<file path="config.mk">
export PLATFORM = sky130hd
export DESIGN_NAME = tsb_mac
export DESIGN_NICKNAME = d
export VERILOG_FILES = /design/src/hdl/tsb_pkg.sv /design/src/hdl/tsb_mac.sv
export SDC_FILE = /design/constraint.sdc
export NUM_CORES = 1
export LEC_CHECK = 0
export BUFFER_PORTS_ARGS = -buffer_cell sky130_fd_sc_hd__buf_2
export CORE_AREA = 2 2 154 156
export DETAILED_ROUTE_END_ITERATION = 16
export DIE_AREA = 0 0 156 158
export GPL_TIMING_DRIVEN = 0
export MAX_ROUTING_LAYER = met4
export PLACE_DENSITY_LB_ADDON = 0.08
export SYNTH_ARGS = -nofsm -noshare
export SYNTH_HDL_FRONTEND = slang
export SYNTH_SLANG_ARGS = --single-unit
</file>
<file path="constraint.sdc">
create_clock -name vclk -period 20.5
set_input_delay 4.1 -clock vclk [all_inputs]
set_output_delay 4.1 -clock vclk [all_outputs]
set_load 0.1 [all_outputs]
</file>
<file path="src/hdl/tsb_pkg.sv">
// ---------------------------------------------------------------------------
// tsb_pkg: shared types and constants of the texture sampler
// Field layout of the stream beats, register indexes, shared multiply-add
// operation type and fixed-point constants.
// ---------------------------------------------------------------------------
package tsb_pkg;

  // Defaults for the top-level parameters
  localparam int DEF_MAX_TEXELS = 4096;

  // Fixed-point and channel formats
  localparam int CHANNEL_BITS    = 8;
  localparam int TEXEL_W         = 4 * CHANNEL_BITS;
  localparam int COORD_W         = 24;
  localparam int COORD_FRAC_BITS = 16;
  localparam int WRAP_W          = COORD_FRAC_BITS + 1;   // wrapped coordinate, 0..1 inclusive
  localparam int SIZE_W          = 7;                     // texture width / height
  localparam int POS_W           = COORD_FRAC_BITS + SIZE_W; // scaled texel position
  localparam int INDEX_W         = 12;

  localparam logic [WRAP_W-1:0] ONE_FX = WRAP_W'(1) << COORD_FRAC_BITS;

  // Slave-side tdata layout, lowest bit first
  localparam int IDX_LSB   = 0;
  localparam int RED_LSB   = IDX_LSB + INDEX_W;
  localparam int GREEN_LSB = RED_LSB + CHANNEL_BITS;
  localparam int BLUE_LSB  = GREEN_LSB + CHANNEL_BITS;
  localparam int ALPHA_LSB = BLUE_LSB + CHANNEL_BITS;
  localparam int U_LSB     = ALPHA_LSB + CHANNEL_BITS;
  localparam int V_LSB     = U_LSB + COORD_W;
  localparam int S_TDATA_W = ((V_LSB + COORD_W + 7) / 8) * 8;
  localparam int M_TDATA_W = TEXEL_W;

  // Request kinds carried in tuser
  localparam logic REQ_LOAD   = 1'b0;
  localparam logic REQ_SAMPLE = 1'b1;

  // Configuration port
  localparam int CFG_IDX_W  = 3;
  localparam int CFG_DATA_W = SIZE_W;

  typedef enum logic [CFG_IDX_W-1:0] {
    REG_TEX_WIDTH   = 3'd0,
    REG_TEX_HEIGHT  = 3'd1,
    REG_WRAP_U_MODE = 3'd2,
    REG_WRAP_V_MODE = 3'd3,
    REG_FILTER_SEL  = 3'd4
  } cfg_reg_t;

  // Mode codes
  localparam logic WRAP_CLAMP      = 1'b0;
  localparam logic WRAP_REPEAT     = 1'b1;
  localparam logic FILTER_NEAREST  = 1'b0;
  localparam logic FILTER_BILINEAR = 1'b1;

  // Shared multiply-add unit: res = (a * b) [>>> frac] + add
  localparam int MUL_A_W = WRAP_W + 1;
  localparam int MUL_B_W = WRAP_W;
  localparam int MAC_W   = MUL_A_W + MUL_B_W;

  typedef struct packed {
    logic signed [MUL_A_W-1:0] a;
    logic signed [MUL_B_W-1:0] b;
    logic signed [MUL_A_W-1:0] add;
    logic                      frac_shift;
  } mac_op_t;

endpackage

</file>
<file path="src/hdl/tsb_mac.sv">
// ---------------------------------------------------------------------------
// tsb_mac: shared multiply-add unit
// One signed multiplier with an optional floor shift by the coordinate
// fraction and an adder; serves coordinate scaling, addressing and blending.
// ---------------------------------------------------------------------------
module tsb_mac (
  input  tsb_pkg::mac_op_t                 op,
  output logic signed [tsb_pkg::MAC_W-1:0] res
);
  import tsb_pkg::*;

  logic signed [MAC_W-1:0] prod;
  logic signed [MAC_W-1:0] scaled;

  // Multiply, then floor the product when blending
  assign prod   = op.a * op.b;
  assign scaled = op.frac_shift ? (prod >>> COORD_FRAC_BITS) : prod;
  assign res    = scaled + MAC_W'(op.add);

endmodule

</file>
==> summary.txt, run 1 <==
Die width: 156 um
Sequential cell area in the final layout: 0 sq um
Setup repair after global routing missed its margin: false
Cell area after technology mapping: 13,300 sq um
Routed length per placed instance: 18.5 um
Biggest area contributors in the synthesized netlist: fa_1, ha_1, inv_1
Post-layout min period: 18.31 ns
Starting density of the core: 57.8%
Status: completed
Top cell family by delay on the critical path: adder cells
Proportion of layout cells with a drive suffix above 1: 5.83%
Instance count of the mapped netlist: 1,529
DR pass1 iterations: 5
Port Buffer Count: 82
Pin count of the biggest net entering global routing: 19
Number of DRC violations after detailed routing: 0
Worst-path maximum fanout: 10
Number of unique standard cell types used by synthesis: 61
Library cell with the highest instance count after synthesis: inv_1
Crit end category: primary output
Count of hold-fix buffers inserted at cts: 0
Syn Area/Cell: 8.72 sq um
Area share of the largest cell type after synthesis: 46.9%
Final setup vio count: 0
Ratio of routed vias to standard cells: 5.66
Count of pins on the block boundary: 89
Post-route clock period utilization: 89.3%
Post-synth top area cell: fa_1
Antenna-violating nets left: 0
Cell type with the highest occurrence count on the critical path: fa_1
Post-synth net total: 2,016
Final-layout setup total negative slack: 0 ns
Number of setup buffers added after CTS: 0
Height of the chip: 158 um
Fmax: 54.6 MHz
Sequential cell count: 0
Post-synthesis to final-layout area growth: 5.80%
Number of failing hold endpoints at the final stage: 0
Detailed placement HPWL: 30,300 um
Crit path DAT: 14.21 ns
Clock buffer count in the final layout: 0
Nature of the critical path startpoint: primary input
Overall overflow remaining after global route: 0
Iteration-0 DRC Markers: 721
Stage delay of the slowest cell on the critical path: 0.70 ns
Via count of the first global-routing pass: 10,600
Total routing resource utilization after global routing: 30.3%
Routed wire length: 35,200 um
Weighted congestion reported at the end of routability-driven placement: 0.916
Path category of the worst min-delay check: in2out
N_diodes: 0
Antenna violations before repair: 1
Critical path class: in2out
Max transition margin: 35.3%
Buffering stage count on the worst path with inverters included: 10
Slowest CP cell: clkbuf_1
Worst EP required: 16.40 ns
Syn. warnings: 0
Slew at the pin with the worst max-slew slack: 0.971 ns
Most frequent cells after synthesis: inv_1, fa_1, nand2_1
Max-slew violation count: 0
Core area: 23,100 sq um
First-pass GRT wire length: 55,900 um
Final nets: 2,100
Placement Rows: 56
Sequential area share after synthesis: 0%
Floorplan die area: 24,600 sq um
Maximum capacitance violations: 0
Resized cells post-CTS: 0
Detailed-route via count: 10,800
[layout make-up]
class	instances	area [sq um]
timing repair buffer	82	410
tap	290	363
multi-input combinational	1152	11900
fill	2114	8950
buffer	54	215
inverter	323	1210
[placed cells by master (no fill, tap or decap), types with 42 or more instances in the layout]
| master | count |
|---|---|
| inv_1 | 323 |
| ha_1 | 121 |
| xnor2_1 | 42 |
| clkbuf_1 | 50 |
| nor2_1 | 47 |
| and2_1 | 147 |
| nand2_1 | 179 |
| buf_2 | 83 |
| fa_1 | 312 |
| a21oi_1 | 56 |
[cell families (layout without fill, tap and decap cells)]
kind of cell    Yosys count  after routing  share of synthesized area (%)
fa+ha+maj               433            433                           58.2
xor+xnor                 61             61                           4.01
compound gates          212            212                           10.4
buf+inv                 377            459                           10.7
mux                       2              2                          0.160
simple gates            444            444                           16.5
[final timing paths]
check | start | to | slack (ns) | cells past startpoint
worst max-delay path | op[27] | res[33] | 2.19 | 36
worst min-delay path | op[1] | res[0] | 8.77 | 3
[stage by stage]
step / worst slack, ns / utilization (%) / area [sq um] / hold WS (ns) / instances
after detailed placement: 2.31 / 61.2 / 14100 / 8.77 / 1901
after floorplan: 2.25 / - / 13300 / 8.75 / 1529
after global routing: 1.73 / 61.2 / 14100 / 8.79 / 1901
after global placement: 2.38 / 61.2 / 14100 / 8.77 / 1901
final: 2.19 / 61.2 / 14100 / 8.77 / 1901
after CTS: 2.28 / 61.2 / 14100 / 8.78 / 1901
[metal layers]
layer  GRT usage (%)  vias to the layer above  wire (um)
li1                -                     4878          -
met2            50.9                      345      17500
met3            1.23                       46       2210
met5               -                        -          0
met1            41.8                     5482      14500
met4            5.99                        0        916
Power of run 1 is not shown: default switching activity piles up to over one toggle a cycle in this logic, so the estimate is an artifact.
==> inputs of run 2 (changes only) <==
REMOVE_ABC_BUFFERS = 1   (was unset)
==> run 2 against run 1 <==
Effect of this change:
- utilization fell by 0.78 points
- die area is the same
- setup slack better by 0.89 ns
- via count decreased by 5.3%
- critical path depth is 6 lower
- fmax is 5.1% higher
- critical path type unchanged
- highest routed layer unchanged
==> summary.txt, run 2 (synthesized netlist as in run 1, its figures left out) <==
Most used cells in the layout excluding fill and tap cells: inv_1, fa_1, nand2_1, and2_1, ha_1
Final nets: 2,053 (-2.2%)
Detailed-route via count: 10,200 (-5.3%)
Post-layout min period: 17.41 ns (-0.893 ns)
Path category of the worst min-delay check: in2out
Post-synthesis to final-layout area growth: 4.45%
Status: completed
Sequential cell area in the final layout: 0 sq um (unchanged)
Hold endpoint: res[0]
Pin count of the biggest net entering global routing: 30 (+11)
Placement Rows: 56 (unchanged)
Placement-stage cell area: 13,900 sq um (-1.3%)
Antenna-violating nets left: 0 (unchanged)
Crit path DAT: 13.31 ns (-0.90 ns)
Detailed placement HPWL: 26,000 um (-14%)
Placed instance count: 1,854 (-2.5%)
Resized cells post-CTS: 0 (unchanged)
Maximum capacitance violations: 0 (unchanged)
N_diodes: 0 (unchanged)
Worst EP required: 16.40 ns (about the same)
Proportion of layout cells with a drive suffix above 1: 6.27% (+0.43 points)
Nature of the critical path startpoint: primary input
Overall overflow remaining after global route: 0 (unchanged)
Routed wire length: 30,300 um (-14%)
Count of hold-fix buffers inserted at cts: 0 (unchanged)
Critical path class: in2out
Max transition margin: 44.8% (+9.6 points)
Post-route clock period utilization: 84.9% (-4.4 points)
First-pass GRT wire length: 51,800 um (-7.3%)
DR pass1 iterations: 4 (-1)
Max-slew violation count: 0 (unchanged)
Core area: 23,100 sq um (unchanged)
Floorplan die area: 24,600 sq um (unchanged)
Number of DRC violations after detailed routing: 0 (unchanged)
Via count of the first global-routing pass: 10,700 (+1.0%)
Final-layout setup total negative slack: 0 ns (unchanged)
Slowest CP cell: fa_1
Number of failing hold endpoints at the final stage: 0 (unchanged)
Min setup slack post-route: 3.09 ns (+0.893 ns)
Port Buffer Count: 89 (+8.5%)
Crit end category: primary output
Slew at the pin with the worst max-slew slack: 0.827 ns (-0.145 ns)
Count of pins on the block boundary: 89 (unchanged)
Final instance area: 13,900 sq um (-1.3%)
Most common library cell in the layout ignoring fill and taps: inv_1
Total routing resource utilization after global routing: 26.8% (-3.5 points)
Instance count along the most critical hold path: 3 (unchanged)
Antenna violations before repair: 0 (-1)
Routed length per placed instance: 16.4 um (-12%)
Setup repair after global routing missed its margin: false
Ratio of routed vias to standard cells: 5.49 (-2.9%)
Worst-path maximum fanout: 18 (+8)
Die width: 156 um (unchanged)
Starting density of the core: 57.8% (unchanged)
Worst-case setup slack after placement: 3.08 ns (+0.772 ns)
Cell type with the highest occurrence count on the critical path: fa_1
Clock buffer count in the final layout: 0 (unchanged)
Sequential cell count: 0 (unchanged)
Height of the chip: 158 um (unchanged)
Launch instance of the worst min-delay path: op[1]
Final setup vio count: 0 (unchanged)
Iteration-0 DRC Markers: 411 (-43%)
Weighted congestion reported at the end of routability-driven placement: 0.878 (-4.2%)
Number of setup buffers added after CTS: 0 (unchanged)
Fmax: 57.4 MHz (+5.1%)
Stage delay of the slowest cell on the critical path: 0.92 ns (+0.22 ns)
Final cell count without fillers: 1,854 (-2.5%)
[run 2: changes by cell type in the layout (fill, tap and decap cells not counted), sizes merged]
cell    change
buf         +3
clkbuf     -50
[run 2: worst max-delay path by stage]
stage	from	end	depth (start not counted)	slack, ns
4_1_cts	op[21]	res[33]	30	3.03
2_1_floorplan	op[21]	res[33]	28	2.58
3_3_place_gp	op[21]	res[33]	30	3.14
6_report	op[21]	res[33]	30	3.09
5_1_grt	op[21]	res[33]	30	2.55
3_5_place_dp	op[21]	res[33]	30	3.08
[run 2: layout make-up]
| class | instances | area, sq um |
|---|---|---|
| Inverter | 323 | 1210 |
| Tap cell | 290 | 363 |
| Timing Repair Buffer | 89 | 445 |
| Multi-Input combinational cell | 1152 | 11900 |
| Fill cell | 2098 | 9130 |
[run 2: worst max-delay path: cells and delay by family]
kind	cells	cell delay, ns
and+or+nand+nor	4	0.95
adders and majority gates	8	4.15
buffers and inverters	6	1.12
AOI/OAI and AO/OA	12	2.98
[run 2: routing by layer]
layer	vias to the layer above	GRT usage, %	wire length, um
met5	-	-	0
met4	0	3.54	450
met3	36	1.04	943
met2	172	47.7	15600
met1	5197	35.5	13300
li1	4779	-	-
[run 2: through the flow]
step	utilization [%]	hold slack, ns
CTS	60.4	8.79
global route	60.4	8.79
finish	60.4	8.79
detailed placement	60.4	8.79
global placement	60.4	8.77
floorplan	-	8.75
Power of run 2 is left out for the same reason.
